==> src/aefp_pkg.sv <==
`timescale 1ns / 1ps
// ----------------------------------------------------------------------------
// aefp_pkg: shared types and constants of the antenna element field pattern
// Fixed-point formats, reciprocal constants for the constant dividers and the
// field factor table, built at elaboration.
// ----------------------------------------------------------------------------
package aefp_pkg;

  // number formats
  localparam int ANGLE_FRAC_BITS   = 13;
  localparam int GAIN_FRAC_BITS    = 14;
  localparam int EXP_TABLE_ENTRIES = 64;

  localparam int ANG_W  = 15;   // vertical angle, wrapped azimuth magnitude
  localparam int HANG_W = 16;   // raw azimuth
  localparam int GAIN_W = 14;
  localparam int FF_W   = 15;
  localparam int T_W    = 18;   // azimuth plus pi, signed

  // configuration port
  localparam int CFG_IDX_W  = 1;
  localparam int CFG_DATA_W = 1;

  typedef enum logic [CFG_IDX_W-1:0] {
    CFG_IS_USER_SIDE = 1'b0,
    CFG_MOUNT_KIND   = 1'b1
  } aefp_cfg_idx_t;

  // pi in angle units, rounded half up from Q30
  localparam logic [63:0] PI_Q30   = 64'd3373259426;
  localparam logic [63:0] PI_UNITS =
    (PI_Q30 + (64'd1 << (29 - ANGLE_FRAC_BITS))) >> (30 - ANGLE_FRAC_BITS);
  localparam logic [ANG_W-1:0]      PI_ANG   = ANG_W'(PI_UNITS);
  localparam logic signed [T_W-1:0] PI_S     = T_W'(PI_UNITS);
  localparam logic signed [T_W-1:0] TWO_PI_S = T_W'(64'd2 * PI_UNITS);

  // radians to 1/256 degree
  localparam int RAD_W     = 30;
  localparam int PROD_W    = ANG_W + RAD_W;
  localparam int DEG_SHIFT = 16 + ANGLE_FRAC_BITS;
  localparam int DEG_W     = 16;
  localparam logic [RAD_W-1:0]  RAD2DEG_C  = RAD_W'(64'd961263669);
  localparam logic [PROD_W:0]   DEG_HALF   = (PROD_W+1)'(64'd1 << (DEG_SHIFT - 1));
  localparam logic [DEG_W-1:0]  NINETY_DEG = DEG_W'(23040);

  // quadratic attenuation: den = 256 hpbw^2, split as 2^sh times the divider constant
  localparam int SQ_W      = 2 * DEG_W;
  localparam int NUM_W     = SQ_W + 4;
  localparam int SH90      = 10;
  localparam int SH65      = 8;
  localparam logic [NUM_W-1:0] HALF_DEN_90 = NUM_W'(64'd256 * 64'd90 * 64'd90 / 64'd2);
  localparam logic [NUM_W-1:0] HALF_DEN_65 = NUM_W'(64'd256 * 64'd65 * 64'd65 / 64'd2);

  localparam int ATT_X_W   = 26;
  localparam int ATT_D_W   = 13;
  localparam int ATT_M_W   = 30;
  localparam int ATT_Q_W   = 15;
  localparam int ATT_SHIFT = 40;
  localparam logic [ATT_D_W-1:0] DIV90_C   = ATT_D_W'((64'd256 * 64'd90 * 64'd90) >> SH90);
  localparam logic [ATT_D_W-1:0] DIV65_C   = ATT_D_W'((64'd256 * 64'd65 * 64'd65) >> SH65);
  localparam logic [ATT_M_W-1:0] RECIP90_C =
    ATT_M_W'((64'd1 << ATT_SHIFT) / ((64'd256 * 64'd90 * 64'd90) >> SH90));
  localparam logic [ATT_M_W-1:0] RECIP65_C =
    ATT_M_W'((64'd1 << ATT_SHIFT) / ((64'd256 * 64'd65 * 64'd65) >> SH65));

  // attenuation and gain in 1/256 dB
  localparam int ATT_W     = 13;
  localparam int ATT_SUM_W = ATT_W + 1;
  localparam logic [ATT_W-1:0]         ATT_MAX_C = ATT_W'(6400);
  localparam logic signed [GAIN_W-1:0] GMAX_C    = GAIN_W'(1280);
  localparam logic signed [GAIN_W-1:0] GMIN_C    = GAIN_W'(1280 - 6400);

  // table position: p = att * entries, split by 6400
  localparam int P_W       = $clog2(6400 * EXP_TABLE_ENTRIES + 1);
  localparam int IDX_W     = $clog2(EXP_TABLE_ENTRIES + 1);
  localparam int FR_W      = 13;
  localparam int IDX_M_W   = 20;
  localparam int IDX_SHIFT = 32;
  localparam logic [IDX_M_W-1:0] RECIP_IDX_C = IDX_M_W'((64'd1 << IDX_SHIFT) / 64'd6400);

  // interpolation: round(diff * fr / 6400)
  localparam int IP_X_W  = FF_W + FR_W;
  localparam int IP_M_W  = 32;
  localparam int IP_SHIFT = 44;
  localparam logic [IP_M_W-1:0] RECIP_IP_C = IP_M_W'((64'd1 << IP_SHIFT) / 64'd6400);
  localparam logic [IP_X_W-1:0] IP_HALF_C  = IP_X_W'(3200);

  // pipeline depth
  localparam int FRONT_LAT  = 6;
  localparam int DIV_LAT    = 3;
  localparam int INTERP_LAT = 2;
  localparam int PIPE_LAT   = FRONT_LAT + 3 * DIV_LAT + INTERP_LAT + 2;

  // field factor table
  localparam int FACTOR_BITS = 13;
  localparam logic [63:0] G5_Q30          = 64'd1909412977;
  localparam logic [63:0] STEP_FACTOR_Q30 = 64'd1073259045;

  typedef logic [FF_W-1:0] field_tab_t [0:EXP_TABLE_ENTRIES];

  function automatic logic [63:0] q30_mul(input logic [63:0] x, input logic [63:0] y);
    return (x * y + (64'd1 << 29)) >> 30;
  endfunction

  function automatic field_tab_t build_field_tab();
    field_tab_t  tab;
    logic [63:0] fac [0:FACTOR_BITS-1];
    logic [63:0] a;
    logic [63:0] v;
    logic [63:0] q;
    fac[0] = STEP_FACTOR_Q30;
    for (int b = 1; b < FACTOR_BITS; b++) begin
      fac[b] = q30_mul(fac[b-1], fac[b-1]);
    end
    for (int k = 0; k <= EXP_TABLE_ENTRIES; k++) begin
      a = (64'(k) * 64'd6400) / 64'(EXP_TABLE_ENTRIES);
      v = G5_Q30;
      for (int b = 0; b < FACTOR_BITS; b++) begin
        if (a[b]) begin
          v = q30_mul(v, fac[b]);
        end
      end
      q = (v + (64'd1 << (29 - GAIN_FRAC_BITS))) >> (30 - GAIN_FRAC_BITS);
      if (q > 64'd32767) begin
        q = 64'd32767;
      end
      tab[k] = FF_W'(q);
    end
    return tab;
  endfunction

  localparam field_tab_t FIELD_TAB = build_field_tab();

  // transaction payloads
  typedef struct packed {
    logic [ANG_W-1:0]         vertical_angle;
    logic signed [HANG_W-1:0] horizontal_angle;
  } aefp_in_t;

  typedef struct packed {
    logic signed [GAIN_W-1:0] gain_db;
    logic [FF_W-1:0]          field_factor;
    logic                     angle_out_of_range;
  } aefp_out_t;

  // front end to attenuation dividers
  typedef struct packed {
    logic               vld;
    logic [ATT_X_W-1:0] xv;
    logic [ATT_X_W-1:0] xh;
    logic               use65;
    logic               flag;
  } aefp_front_t;

  typedef struct packed {
    logic signed [GAIN_W-1:0] gain;
    logic                     flag;
  } aefp_idx_side_t;

  typedef struct packed {
    logic [FF_W-1:0]          base;
    logic                     down;
    logic signed [GAIN_W-1:0] gain;
    logic                     flag;
  } aefp_ff_side_t;

  typedef struct packed {
    logic              vld;
    logic [IP_X_W-1:0] num;
    aefp_ff_side_t     side;
  } aefp_interp_t;

endpackage

==> src/aefp_interp.sv <==
`timescale 1ns / 1ps
// ----------------------------------------------------------------------------
// aefp_interp: field factor table read and interpolation product
// Reads the two neighboring nodes and forms the rounded numerator of the
// step toward the next node; two stages.
// ----------------------------------------------------------------------------
module aefp_interp import aefp_pkg::*; (
  input  logic           clk,
  input  logic           rst_n,
  input  logic           in_vld,
  input  logic [IDX_W-1:0] idx,
  input  logic [FR_W-1:0]  fr,
  input  aefp_idx_side_t side_i,
  output aefp_interp_t   interp_o
);

  logic                vld1_r, vld2_r;
  logic [FF_W-1:0]     base1_r, diff1_r;
  logic                down1_r;
  logic [FR_W-1:0]     fr1_r;
  aefp_idx_side_t      side1_r;
  logic [IP_X_W-1:0]   num2_r;
  aefp_ff_side_t       side2_r;

  logic [FF_W-1:0]     cur, nxt;
  logic [FF_W-1:0]     base1_nxt, diff1_nxt;
  logic                down1_nxt;

  // past the last node the factor is pinned to the last node
  always_comb begin
    cur = FIELD_TAB[idx];
    nxt = cur;
    base1_nxt = cur;
    diff1_nxt = '0;
    down1_nxt = 1'b1;
    if (idx >= IDX_W'(EXP_TABLE_ENTRIES)) begin
      base1_nxt = FIELD_TAB[EXP_TABLE_ENTRIES];
    end else begin
      nxt = FIELD_TAB[IDX_W'(idx + 1'b1)];
      if (nxt <= cur) begin
        down1_nxt = 1'b1;
        diff1_nxt = cur - nxt;
      end else begin
        down1_nxt = 1'b0;
        diff1_nxt = nxt - cur;
      end
    end
  end

  always_ff @(posedge clk) begin
    if (!rst_n) begin
      vld1_r <= 1'b0;
      vld2_r <= 1'b0;
    end else begin
      vld1_r <= in_vld;
      vld2_r <= vld1_r;
    end
  end

  always_ff @(posedge clk) begin
    base1_r      <= base1_nxt;
    diff1_r      <= diff1_nxt;
    down1_r      <= down1_nxt;
    fr1_r        <= fr;
    side1_r      <= side_i;
    num2_r       <= IP_X_W'(diff1_r) * IP_X_W'(fr1_r) + IP_HALF_C;
    side2_r.base <= base1_r;
    side2_r.down <= down1_r;
    side2_r.gain <= side1_r.gain;
    side2_r.flag <= side1_r.flag;
  end

  assign interp_o.vld  = vld2_r;
  assign interp_o.num  = num2_r;
  assign interp_o.side = side2_r;

endmodule

==> config.mk <==
export PLATFORM = sky130hd
export DESIGN_NAME = aefp_interp
export DESIGN_NICKNAME = d
export VERILOG_FILES = /design/src/aefp_pkg.sv /design/src/aefp_interp.sv
export SDC_FILE = /design/constraint.sdc
export NUM_CORES = 1
export LEC_CHECK = 0
export BUFFER_PORTS_ARGS = -buffer_cell sky130_fd_sc_hd__buf_2
export CORE_MARGIN = 2
export CORE_UTILIZATION = 45
export DETAILED_ROUTE_END_ITERATION = 12
export SLEW_MARGIN = 30
export SYNTH_ARGS = -nofsm -noshare
export SYNTH_HDL_FRONTEND = slang
export SYNTH_SLANG_ARGS = --single-unit
==> constraint.sdc <==
create_clock -name clk -period 12.83 [get_ports clk]
set_input_delay 0.6415 -clock clk [delete_from_list [all_inputs] [get_ports clk]]
set_output_delay 0.6415 -clock clk [all_outputs]
set_load 0.05 [all_outputs]
== Yosys cells after proc, flatten, opt, wreduce, memory -nomap -nowiden ==
Memories as Yosys holds them, arrays and structs flattened.
Index checks and enable logic that the tools add are counted.
Word-level totals
  memory bits (read-only): 3840
  flip-flop bits (word level): 120
  memories kept: 2
  bits of input ports: 38
Cells by class
  magnitude comparators: 4
  multiplexer cells: 6
  multipliers: 1
  $add $sub $neg: 4
  bitwise logic cells: 2
Memory list
  (name not given): words 128, bits a word 15, rd ports 1, clocked after Yosys merged registers in 0, wr ports 0, RTL line aefp_interp.sv:39  | nxt = FIELD_TAB[IDX_W'(idx + 1'b1)];
  (name not given): words 128, bits a word 15, rd ports 1, clocked after Yosys merged registers in 0, wr ports 0, RTL line aefp_interp.sv:31  | cur = FIELD_TAB[idx];
Operator list (number)
  $mux W15: 5
  $sub A15 B15 Y15: 2
  $add A28 B12 Y28 const B: 1
  $mul A15 B13 Y28: 1
  $ge A8 B8 Y1 const B: 2
  $not A7 Y8: 2
  $le A15 B15 Y1: 1
  $add A7 B1 Y7 const B: 1
  $ge A7 B7 Y1 const B: 1
  $mux W1: 1

== Depth between registers and ports, before layout ==
Gate-level depths: netlist of the first run.
  word-level depth: 7
  mapped depth: 23

== Worst setup path before layout of the first run ==
Ideal clock, no wire load.
  path type: register to register
  start point: register fr1_r[5]
  end point: register num2_r[21]
  buffers on the path: 1
  setup time: 0.072 ns
  period minus slack after synthesis: 5.401 ns
  cell stages (with the launch flop): 20
  setup slack: 7.429 ns
  data arrival time: 5.329 ns
  cell sequence: dfxtp_1 > clkbuf_1 > nand2_1 > fa_1 > fa_1 > fa_1 > inv_1 > fa_1 > fa_1 > inv_1 > fa_1 > inv_1 > ha_1 > a21o_1 > a211oi_1 > a21oi_1 > or2_1 > a21o_1 > a311oi_1 > xnor2_1
Between the ends
  word-level cells in the longest chain between the ends: 2
RTL lines
  from (decl): RTL line aefp_interp.sv:20  | logic [FR_W-1:0] fr1_r;
  from (signal assigned): RTL line aefp_interp.sv:64  | fr1_r <= fr;
  $mul A15 B13 Y28: RTL line aefp_interp.sv:66  | num2_r <= IP_X_W'(diff1_r) * IP_X_W'(fr1_r) + IP_HALF_C;
  $add A28 B12 Y28: RTL line aefp_interp.sv:66
  to (signal assigned): RTL line aefp_interp.sv:66
  to (decl): RTL line aefp_interp.sv:22  | logic [IP_X_W-1:0] num2_r;
No other way between the ends.
A chain may end at the register's enable or synchronous reset.

== Final worst setup path of the first run ==
  start point: input port idx[1]
  end point: register diff1_r[12]
Between the ends
  word-level cells in the longest chain between the ends: 7
RTL lines
  from (decl): RTL line aefp_interp.sv:11  | input logic [IDX_W-1:0] idx,
  $add A7 B1 Y7: RTL line aefp_interp.sv:39
  $not A7 Y8 (not written as such): RTL line aefp_interp.sv:39
  $mem_v2 Z128 W15
  $mux W15 (not written as such) (2 in series): RTL line aefp_interp.sv:39
  $sub A15 B15 Y15 (tied with other cells): RTL line aefp_interp.sv:45  | diff1_nxt = nxt - cur;
  $mux W15: RTL line aefp_interp.sv:40  | if (nxt <= cur) begin
  to (signal assigned): RTL line aefp_interp.sv:62  | diff1_r <= diff1_nxt;
  to (decl): RTL line aefp_interp.sv:18  | logic [FF_W-1:0] base1_r, diff1_r;
Parallel ways exist; a longest one is shown, timed or not. The select of a mux whose other input is x is not followed.

==> results.md, run 1 <==
Clock network:
- The clock passes through at most 2 buffers.
- The CTS root buffer is sky130_fd_sc_hd__clkbuf_16.
- The number of hold buffers added after cts is 0.
- The clock reaches the later pin of the worst-skew pair after 430 ps.
- The total clock sinks is 120.
- The number of buffers inserted during clock tree synthesis is 17.
- Clock-pin slew was measured on the worst setup and hold paths at 60 ps.
- Once the clock tree was built, the resizer swapped 0 gates to a different size.
- The CTS H-tree depth is 4.
- TritonCTS built the clock tree.
- The post-CTS repair timing setup buffer count is 0.

Logic synthesis:
- The mapped netlist covers 13200 um^2.
- The number of enable-type register cells in the synthesized netlist is 0.
- The Yosys step of the flow raised 0 warnings.
- The flop and latch count out of synthesis is 120.
- Counting every instance in the synthesized netlist gives 1583.
- Counting distinct cell types in the post-synthesis netlist gives 65.
- Counting instances in the post-synthesis netlist gives the leading cell types as sky130_fd_sc_hd__inv_1, sky130_fd_sc_hd__nand2_1, sky130_fd_sc_hd__fa_1.
- Ranked by total cell area, the synthesized netlist is headed by sky130_fd_sc_hd__fa_1, sky130_fd_sc_hd__dfxtp_1, sky130_fd_sc_hd__ha_1.
- By instance count, the leading cell after synthesis is sky130_fd_sc_hd__inv_1.
- The share of the Yosys chip area taken by registers is 18.2%.
- When the netlist entered floorplanning its net count stood at 1902.
- The average instance area after synthesis is 8.33 um^2.
- The cell taking the most area after synthesis is sky130_fd_sc_hd__fa_1.
- The area fraction of the dominant cell type after synthesis is 22.5%.
- The most common flop cell mapped by yosys is sky130_fd_sc_hd__dfxtp_1.
- The share of async-settable or async-resettable flops after synthesis is 0%.

Worst hold path:
- The worst hold path startpoint is fr[7].
- The tightest min-delay check is of the in2reg type.
- The worst min-delay path endpoint is fr1_r[7].
- The cell depth of the worst hold path is 1.

Routing:
- The number of search-and-repair iterations in the first detailed-routing pass is 6.
- Dividing the detail-routed wire length by the instance count gives 16.7 um.
- After the first detailed-routing iteration, the DRC count stood at 645.
- After detailed routing, the number of vias per cell comes to 5.40.
- Once detail routing completed, the nets flagged for antenna violations numbered 0.
- The post-detailed-route DRC marker count is 0.
- For this block, the routed nets add up to 33600 um of wire.
- The routed layout has 10855 vias.

Die:
- For this configuration, the core starts out at a cell density of 45.8%.
- The chip width is 175 um.
- The number of top-level design ports is 98.
- From bottom edge to top edge, the die measures 175 um.
- The total area inside the core boundary comes to 28800 um^2.
- The full die area is 30700 um^2.
- After floorplanning, the core was divided into 62 placement rows.

GRT:
- The largest net degree at the start of global routing is 64.
- The initial antenna violation count is 0.
- Global routing used 22.6% of the available tracks.
- The number of global-route vias before repair was 10751.
- The total overflow left after global routing is 0.
- The first-pass GRT wire length is 55600 um.

Worst setup path:
- In this run the critical register-to-register path is captured at num2_r[22].
- The capturing element type of the critical path is a flop.
- The worst setup path is of the in2reg kind.
- The path depth of the worst reg2reg path is 19.
- The worst reg2reg path startpoint is fr1_r[5].
- For the worst setup path, the data required time is 13140 ps.
- The highest fanout seen on the critical path is 46.
- The nature of the critical path startpoint is an input pin.
- Data arrives at the worst endpoint at 6760 ps.
- Across all register-to-register paths, the minimum setup slack is 6750 ps.

STA:
- Summed over all failing endpoints, the final setup total negative slack is 0 ps.
- Setup repair after global routing left no endpoint under its margin.
- The clock arrives with 12.6 ps of skew.
- The highest clock frequency the design can meet is 0.155 GHz.
- In this run the tightest slew margin relative to its limit is 41.2%.
- The pin slew with the least headroom to its limit is 860 ps.
- The final critical-path share of the clock period is 50.2%.
- The number of pins exceeding their max-slew limit in the final report came to 0.
- The worst path in the final design needs a cycle of 6440 ps, including I/O delays and setup.
- Setup violations remaining at the end of the flow were counted as 0.
- The number of failing hold endpoints at the final stage is 0.

Placed design:
- The count of buffers from port buffering is 97.
- Routability-driven placement finished with a final weighted congestion of 0.919.
- The detailed placement HPWL is 25900 um.

Run status:
- The flow ran to the end, and the final reports show no timing, DRC or antenna violations.

Cells and area:
- The share of post-route cells with drive strength above 1 is 9.60%.
- The total inserted antenna cells is 0.
- The number of nets at the end of the flow is 1931.
- The layout overhead on the synthesized area is 9.53%.
- The filler cells instantiated in the layout total 2815.

Job:
- The max-cap violation count is 0.
-- logic make-up (layout without fill, tap and decap cells) --
group                    count (synthesis)  in the layout  share of synthesized area (%)
buffers and inverters                  305            347                           8.91
flip-flops                             120            120                           18.2
XOR/XNOR                                42             42                           2.79
AO/OA/AOI/OAI                          331            331                           16.1
multiplexers                            22             22                           1.90
adder cells (fa/ha/maj)                281            281                           35.1
AND/OR/NAND/NOR                        482            482                           17.0
-- placed cells by master, fill, tap and decap left out, types with 35 or more instances in the layout --
| cell type | synthesis | routed |
|---|---|---|
| sky130_fd_sc_hd__inv_1 | 203 | 203 |
| sky130_fd_sc_hd__ha_1 | 133 | 133 |
| sky130_fd_sc_hd__nor2_1 | 98 | 98 |
| sky130_fd_sc_hd__fa_1 | 148 | 148 |
| sky130_fd_sc_hd__buf_2 | 9 | 97 |
| sky130_fd_sc_hd__a21oi_1 | 110 | 110 |
| sky130_fd_sc_hd__o21ai_0 | 62 | 62 |
| sky130_fd_sc_hd__nand2_1 | 197 | 197 |
| sky130_fd_sc_hd__xnor2_1 | 35 | 35 |
| sky130_fd_sc_hd__dfxtp_1 | 120 | 120 |
| sky130_fd_sc_hd__and2_1 | 99 | 99 |
-- cell type report --
cell class | instances | area, um^2 | area share [%]
Multi-Input combinational cell | 1158 | 9610 | 66.5
Sequential cell | 120 | 2400 | 16.6
Clock inverter | 15 | 176 | 1.22
Clock buffer | 17 | 425 | 2.95
Tap cell | 384 | 480 | 3.33
Inverter | 206 | 773 | 5.35
Timing Repair Buffer | 109 | 576 | 3.98
-- worst max-delay path by stage --
| stage | from | to | slack (ps) | cells after the start |
|---|---|---|---|---|
| 3_3_place_gp | idx[1] | diff1_r[12] | 6200 | 20 |
| 6_report | idx[1] | diff1_r[12] | 6390 | 20 |
| 5_1_grt | idx[1] | diff1_r[12] | 6020 | 20 |
| 3_5_place_dp | idx[1] | diff1_r[12] | 6050 | 19 |
| 2_1_floorplan | fr1_r[5] | num2_r[21] | 7430 | 19 |
| 4_1_cts | idx[1] | diff1_r[12] | 6510 | 20 |
-- routing by layer --
layer | track usage, % | up-vias | share of wire [%]
li1 | - | 5244 | -
met1 | 28.6 | 5197 | 42
met2 | 37.9 | 349 | 49
met3 | 3.70 | 65 | 5.1
met4 | 10.5 | 0 | 3.9
met5 | 0 | - | 0
-- sequential cells by signal (all words and copies together) (netlist names) --
register / count
num2_r: 28
side1_r: 15
base1_r: 15
fr1_r: 13
diff1_r: 15
down1_r: 1
vld2_r: 1
vld1_r: 1
interp_o: 31
-- worst max-delay path, cell delays in order --
cell                       delay (ps)
sky130_fd_sc_hd__buf_2            390
sky130_fd_sc_hd__ha_1             670
sky130_fd_sc_hd__inv_1            320
sky130_fd_sc_hd__ha_1             360
sky130_fd_sc_hd__buf_4            390
sky130_fd_sc_hd__inv_1            250
sky130_fd_sc_hd__nand2_1          210
sky130_fd_sc_hd__o21ai_0          150
sky130_fd_sc_hd__nor2_1           130
sky130_fd_sc_hd__nor3_1            50
sky130_fd_sc_hd__o311ai_1         450
sky130_fd_sc_hd__ha_1             450
sky130_fd_sc_hd__a21oi_2          210
sky130_fd_sc_hd__nand2_1           70
sky130_fd_sc_hd__o2111a_1         290
sky130_fd_sc_hd__o31a_1           340
sky130_fd_sc_hd__o21ai_4          530
sky130_fd_sc_hd__mux2i_1          360
sky130_fd_sc_hd__a31oi_1          140
sky130_fd_sc_hd__mux2_1           330
-- stage by stage --
stage          hold WS (ps)  util (%)  area [um^2]  setup slack (ps)  cells
6_report                304      50.2        14400              6390   2009
4_1_cts                 289      50.2        14400              6510   2009
5_1_grt                 289      50.2        14400              6020   2009
3_5_place_dp            312      48.1        13800              6050   1977
2_1_floorplan           310         -        13200              7430   1583
3_3_place_gp            310      48.1        13800              6200   1977
Power of run 1 is not shown: default switching activity piles up to over one toggle a cycle in this logic, so the estimate is an artifact.
==> run 2: changes to the inputs <==
==> constraint.sdc (replaced) <==
create_clock -name clk -period 6 [get_ports clk]
set_input_delay 0.3 -clock clk [delete_from_list [all_inputs] [get_ports clk]]
set_output_delay 0.3 -clock clk [all_outputs]
set_load 0.05 [all_outputs]
==> results.md, run 2 (synthesized netlist as in run 1, its figures left out) <==
Worst setup path:
- The cell seen most often among critical-path stages is sky130_fd_sc_hd__fa_1.
- The data arrival at the endpoint of the critical path is 6090 ps (-670 ps).
- The critical setup path kind is reg2reg.
- The critical path data required time came to 6360 ps (-6780 ps).
- The number of buffers and inverters on the critical path is 4 (unchanged).
- The critical path goes through and2_1, fa_1, inv_1, fa_1, inv_1, fa_1, ha_1, inv_1, fa_1, inv_1, fa_1, ha_1, nor2b_1, o31a_1, o31ai_1, a21oi_1, or2_1, a21o_1, a311oi_1, xnor2_1.
- The capturing element type of the critical path is a flop.
- The highest cell delay on the worst timing path is 530 ps (-140 ps).
- The origin of the worst setup path is fr1_r[2].
- The worst-path cell with the longest stage delay is sky130_fd_sc_hd__fa_1.
- The highest fanout seen on the critical path is 15 (-67%).
- On the critical path the largest part of the delay comes from adder cells.
- The nature of the critical path startpoint is a flop.
- The worst reg2reg path startpoint is fr1_r[2].

GRT:
- The initial antenna violation count came to 0 (unchanged).
- The remaining global-route overflow was 0 (unchanged).
- The first-pass GRT wire length is 57300 um (+3.1%).
- The largest net degree at the start of global routing is 41 (-36%).
- The number of global-route vias before repair is 11263 (+4.8%).
- The total routing usage reported by global routing is 23.4% (+0.82 points).

STA:
- The worst hold slack is 81.9 ps (-222 ps).
- The worst path needs 5730 ps of the cycle, external delays included.
- The tightest slew margin relative to the limit was 40.6% (-0.61 points).
- The final critical-path share of the clock period is 95.5%.
- The number of pins exceeding their max-slew limit in the final report is 0 (unchanged).
- The pin slew with the least headroom to its limit is 888 ps (+28.3 ps).
- The number of setup violations in the final report was 0 (unchanged).
- The number of failing hold endpoints at the final stage is 0 (unchanged).
- Timing would allow up to 0.175 GHz.
- The final worst slack came to 271 ps (-6120 ps).
- The total negative slack is 0 ps (unchanged).
- The clock skew after layout is 10.2 ps (-2.36 ps).
- Setup repair after global routing left no endpoint under its margin.

Placed design:
- The global placement routability congestion is 0.941 (+2.5%).
- The count of buffers from port buffering is 97 (unchanged).
- The detailed placement HPWL came to 27700 um (+6.8%).
- The minimum setup slack after placement was 230 ps (-5820 ps).

Clock network:
- The number of buffers inserted during clock tree synthesis is 17 (unchanged).
- The CTS H-tree depth is 4 (unchanged).
- TritonCTS built the clock tree.
- The maximum number of buffers from clock root to sink was 2 (unchanged).
- The cell sitting at the root of the clock tree is a sky130_fd_sc_hd__clkbuf_16.
- The total clock sinks was 120 (unchanged).
- The clock latency reported for the late side of the worst-skew pair came to 440 ps (about the same).
- The clock transition time at the flip-flop clock pins of the worst setup and hold paths is 60 ps (about the same).

Cells and area:
- The share of post-route cells with drive strength above 1 was 14.2% (+4.6 points).
- The layout overhead on the synthesized area is 16.4%.
- The number of nets at the end of the flow came to 2043 (+5.8%).
- The number of fill cells was 2735 (-2.8%).
- The number of flip-flops in the largest register is 31 (unchanged).
- The total inserted antenna cells is 0 (unchanged).
- Leaving out fill and tap cells, the most frequent cell in the layout is sky130_fd_sc_hd__inv_1.
- In the layout the commonest cells are sky130_fd_sc_hd__inv_1, sky130_fd_sc_hd__nand2_1, sky130_fd_sc_hd__fa_1, sky130_fd_sc_hd__ha_1, sky130_fd_sc_hd__dfxtp_1.

Routing:
- The number of search-and-repair iterations in the first detailed-routing pass is 6 (unchanged).
- The total wirelength of the detailed-routed design is 35000 um (+4.1%).
- The violation count after the first detailed-routing iteration was 725 (+12%).
- The number of vias per cell after detailed routing is 5.31 (-1.8%).
- The post-detailed-route DRC marker count is 0 (unchanged).
- The average wire per standard cell was 16.5 um (-1.4%).
- The final antenna-violating net count is 0 (unchanged).
- The total number of vias is 11257 (+3.7%).

Job:
- The max-cap violation count came to 0 (unchanged).

Die:
- The effective utilization at floorplan is 45.8% (unchanged).
- The y dimension of the die is 175 um (unchanged).
- The full die area was 30700 um^2 (unchanged).
- The chip width came to 175 um (unchanged).
- The placement row count was 62 (unchanged).
- The area of the core is 28800 um^2 (unchanged).
- The number of top-level design ports is 98 (unchanged).

Worst hold path:
- The kind of path behind the tightest hold check is in2reg.
- The worst hold path startpoint is rst_n.

Run status:
- The run finished with clean final reports.
==> run 2: metal layers <==
layer / track usage (%) / wire [um] / vias up
met3: 3.42 / 1710 / 74
met2: 40.7 / 17300 / 337
met4: 10.3 / 1290 / 0
met1: 28.8 / 14700 / 5374
li1: - / - / 5472
met5: 0 / 0 / -
==> run 2: final timing paths <==
kind	to	slack, ps	cells past startpoint
max	num2_r[21]	270	20
max reg2reg	num2_r[21]	270	20
min reg2reg	interp_o[15]	320	0
min	vld2_r	80	2
==> run 2: per-stage QoR <==
stage | area [um^2] | utilization [%] | cells
2_1_floorplan | 13200 | - | 1583
3_3_place_gp | 14500 | 50.3 | 2061
3_5_place_dp | 14500 | 50.3 | 2061
4_1_cts | 15300 | 53.3 | 2121
5_1_grt | 15300 | 53.3 | 2121
6_report | 15300 | 53.3 | 2121
==> run 2: timing repair <==
item / 4_1_cts / 5_1_grt
hold buffers: 28 / 0
setup buffers: 0 / 0
hold endpoints to repair: 28 / 0
setup endpoints to repair: 0 / 2
resized for setup: 0 / 7
==> run 2: cell type report <==
| cell class | count | area, um^2 | area share (%) |
|---|---|---|---|
| well taps | 384 | 480 | 3.13 |
| clock buffers | 18 | 439 | 2.86 |
| flip-flops and latches | 120 | 2410 | 15.7 |
| clock inverters | 14 | 149 | 0.970 |
| multi-input cells | 1158 | 9610 | 62.6 |
| repair buffers | 221 | 1490 | 9.68 |
| inverters | 206 | 773 | 5.04 |
Power of run 2 is left out for the same reason.
==> run 3: changes to the inputs <==
--- a/config.mk
+++ b/config.mk
@@ -6,7 +6,6 @@
 export NUM_CORES = 1
 export LEC_CHECK = 0
 export BUFFER_PORTS_ARGS = -buffer_cell sky130_fd_sc_hd__buf_2
-export CORE_MARGIN = 2
 export CORE_UTILIZATION = 45
 export DETAILED_ROUTE_END_ITERATION = 12
 export SLEW_MARGIN = 30
==> results.md, run 3 (synthesized netlist as in run 1, its figures left out) <==
Routing:
- The average wire per standard cell was 16.6 um (+0.46%).
- The final antenna-violating net count is 0 (unchanged).
- The post-detailed-route DRC marker count is 0 (unchanged).
- The number of search-and-repair iterations in the first detailed-routing pass is 5 (-1).
- The total number of vias came to 11153 (-0.92%).
- The number of vias per cell after detailed routing was 5.33 (+0.40%).
- The total wirelength of the detailed-routed design was 34700 um (-0.86%).
- The violation count after the first detailed-routing iteration was 736 (+1.5%).

GRT:
- The first-pass GRT wire length was 56700 um (-1.1%).
- The number of global-route vias before repair is 11094 (-1.5%).
- The remaining global-route overflow is 0 (unchanged).
- The total routing usage reported by global routing came to 23.7% (+0.28 points).
- The largest net degree at the start of global routing was 62 (+51%).
- The initial antenna violation count was 0 (unchanged).

STA:
- The number of failing hold endpoints at the final stage is 0 (unchanged).
- The number of setup violations in the final report is 0 (unchanged).
- The total negative slack is 0 ps (unchanged).
- The worst hold slack was 79.2 ps (-2.71 ps).
- The tightest slew margin relative to the limit came to 54.9% (+14 points).
- Setup repair after global routing left no endpoint under its margin.
- The number of pins exceeding their max-slew limit in the final report is 0 (unchanged).
- The final period demand of the worst path came to 5710 ps (-16.9 ps).
- The pin slew with the least headroom to its limit was 676 ps (-212 ps).
- The clock skew after layout is 12.6 ps (+2.39 ps).
- The final worst slack is 288 ps (+16.9 ps).
- The highest clock frequency the design can meet was 0.175 GHz (+0.30%).
- The final critical-path share of the clock period came to 95.2% (-0.28 points).

Worst setup path:
- The critical path data required time is 6350 ps (about the same).
- The data arrival at the endpoint of the critical path is 6060 ps (-30 ps).
- The critical setup path kind is reg2reg.
- The path depth of the worst reg2reg path is 18 (-10%).
- STA classifies the critical path startpoint as a flop.
- The highest fanout seen on the critical path is 15 (unchanged).
- The worst reg2reg path startpoint is fr1_r[7].
- The origin of the worst setup path is fr1_r[7].
- The capturing element type of the critical path is a flop.

Worst hold path:
- The cell depth of the worst hold path is 2 (unchanged).
- The worst hold path startpoint is in_vld.
- The kind of path behind the tightest hold check is in2reg.

Die:
- The number of top-level design ports is 98 (unchanged).
- The chip width is 173 um (-1.1%).
- The effective utilization at floorplan is 45.8% (unchanged).
- The area of the core came to 28800 um^2 (unchanged).
- The full die area is 30000 um^2 (-2.3%).
- The y dimension of the die is 173 um (-1.1%).
- The placement row count was 62 (unchanged).

Clock network:
- The post-CTS repair timing setup buffer count is 0 (unchanged).
- The number of buffers inserted during clock tree synthesis is 17 (unchanged).
- The CTS H-tree depth is 4 (unchanged).
- Clock tree synthesis selected as its root buffer the cell sky130_fd_sc_hd__clkbuf_16.
- The clock tree from TritonCTS is done.
- The clock transition time at the flip-flop clock pins of the worst setup and hold paths is 60 ps (about the same).
- The maximum number of buffers from clock root to sink is 2 (unchanged).
- The total clock sinks is 120 (unchanged).
- The clock latency reported for the late side of the worst-skew pair is 430 ps (about the same).

Cells and area:
- The number of fill cells came to 2753 (+0.66%).
- The number of flip-flops in the largest register is 31 (unchanged).
- The total inserted antenna cells is 0 (unchanged).
- The number of nets at the end of the flow is 2015 (-1.4%).
- The library cell used most frequently in the layout, excluding fill and tap cells, is sky130_fd_sc_hd__inv_1.
- The layout overhead on the synthesized area is 15.0%.
- In the layout the commonest cells are sky130_fd_sc_hd__inv_1, sky130_fd_sc_hd__nand2_1, sky130_fd_sc_hd__fa_1, sky130_fd_sc_hd__ha_1, sky130_fd_sc_hd__dfxtp_1.
- The share of post-route cells with drive strength above 1 was 12.5% (-1.6 points).

Placed design:
- The minimum setup slack after placement is 228 ps (-1.78 ps).
- The count of buffers from port buffering came to 97 (unchanged).
- The global placement routability congestion was 0.933 (-0.92%).
- The detailed placement HPWL is 26900 um (-2.6%).

Run status:
- The run finished with clean final reports.

Job:
- The max-cap violation count was 0 (unchanged).
-- run 3: cell count changes in the layout (fill, tap and decap cells not counted), moves of 2 or more --
| cell | previous run | this run |
|---|---|---|
| sky130_fd_sc_hd__buf_4 | 96 | 68 |
| sky130_fd_sc_hd__inv_8 | 4 | 6 |
| sky130_fd_sc_hd__inv_6 | 6 | 3 |
| sky130_fd_sc_hd__dfxtp_2 | 6 | 2 |
| sky130_fd_sc_hd__clkinv_8 | 0 | 2 |
| sky130_fd_sc_hd__dfxtp_1 | 114 | 118 |
-- run 3: layout make-up --
class                   instances  area, um^2  area share, %
multi-input cells            1158        9610           63.3
flip-flops and latches        120        2400           15.9
repair buffers                193        1280           8.41
inverters                     206         773           5.10
well taps                     384         480           3.17
clock buffers                  17         425           2.80
clock inverters                15         201           1.33
-- run 3: worst paths after layout --
check	slack [ps]	end
hold reg to reg	320	interp_o[30]
setup / recovery	290	num2_r[21]
setup reg to reg	290	num2_r[21]
hold / removal	80	vld1_r
-- run 3: repair_timing --
item                                    4_1_cts  5_1_grt
hold buffers                                 28        0
hold endpoints to repair                     28        0
gates resized for setup                       0        2
endpoints found under the setup margin        0        2
-- run 3: through the flow --
step | cells | cell area [um^2] | util [%]
after floorplan | 1583 | 13200 | -
after global placement | 2033 | 14300 | 49.6
after detailed placement | 2033 | 14300 | 49.6
after CTS | 2093 | 15200 | 52.7
after global routing | 2093 | 15200 | 52.7
final | 2093 | 15200 | 52.7
-- run 3: routing by layer --
layer  up-vias  global-route usage (%)  part of all wire (%)
li1       5426                       -                     -
met1      5280                    29.5                    43
met2       373                    40.8                    49
met3        74                    3.14                   4.5
met4         0                    11.0                   4.0
met5         -                       0                     0
-- run 3: worst max-delay path, cell delays in order, from the launching register on --
cell and delay, ps:
sky130_fd_sc_hd__dfxtp_1 640, sky130_fd_sc_hd__nand2_1 140, sky130_fd_sc_hd__fa_1 530, sky130_fd_sc_hd__fa_1 450
sky130_fd_sc_hd__fa_1 540, sky130_fd_sc_hd__inv_1 50, sky130_fd_sc_hd__fa_1 440, sky130_fd_sc_hd__fa_1 490
sky130_fd_sc_hd__inv_1 50, sky130_fd_sc_hd__fa_1 350, sky130_fd_sc_hd__inv_1 70, sky130_fd_sc_hd__ha_1 310
sky130_fd_sc_hd__a21o_1 240, sky130_fd_sc_hd__a211oi_1 250, sky130_fd_sc_hd__a21oi_1 210, sky130_fd_sc_hd__or2_1 270
sky130_fd_sc_hd__a21o_1 180, sky130_fd_sc_hd__a311oi_1 290, sky130_fd_sc_hd__xnor2_1 150
Power of run 3 is left out for the same reason.
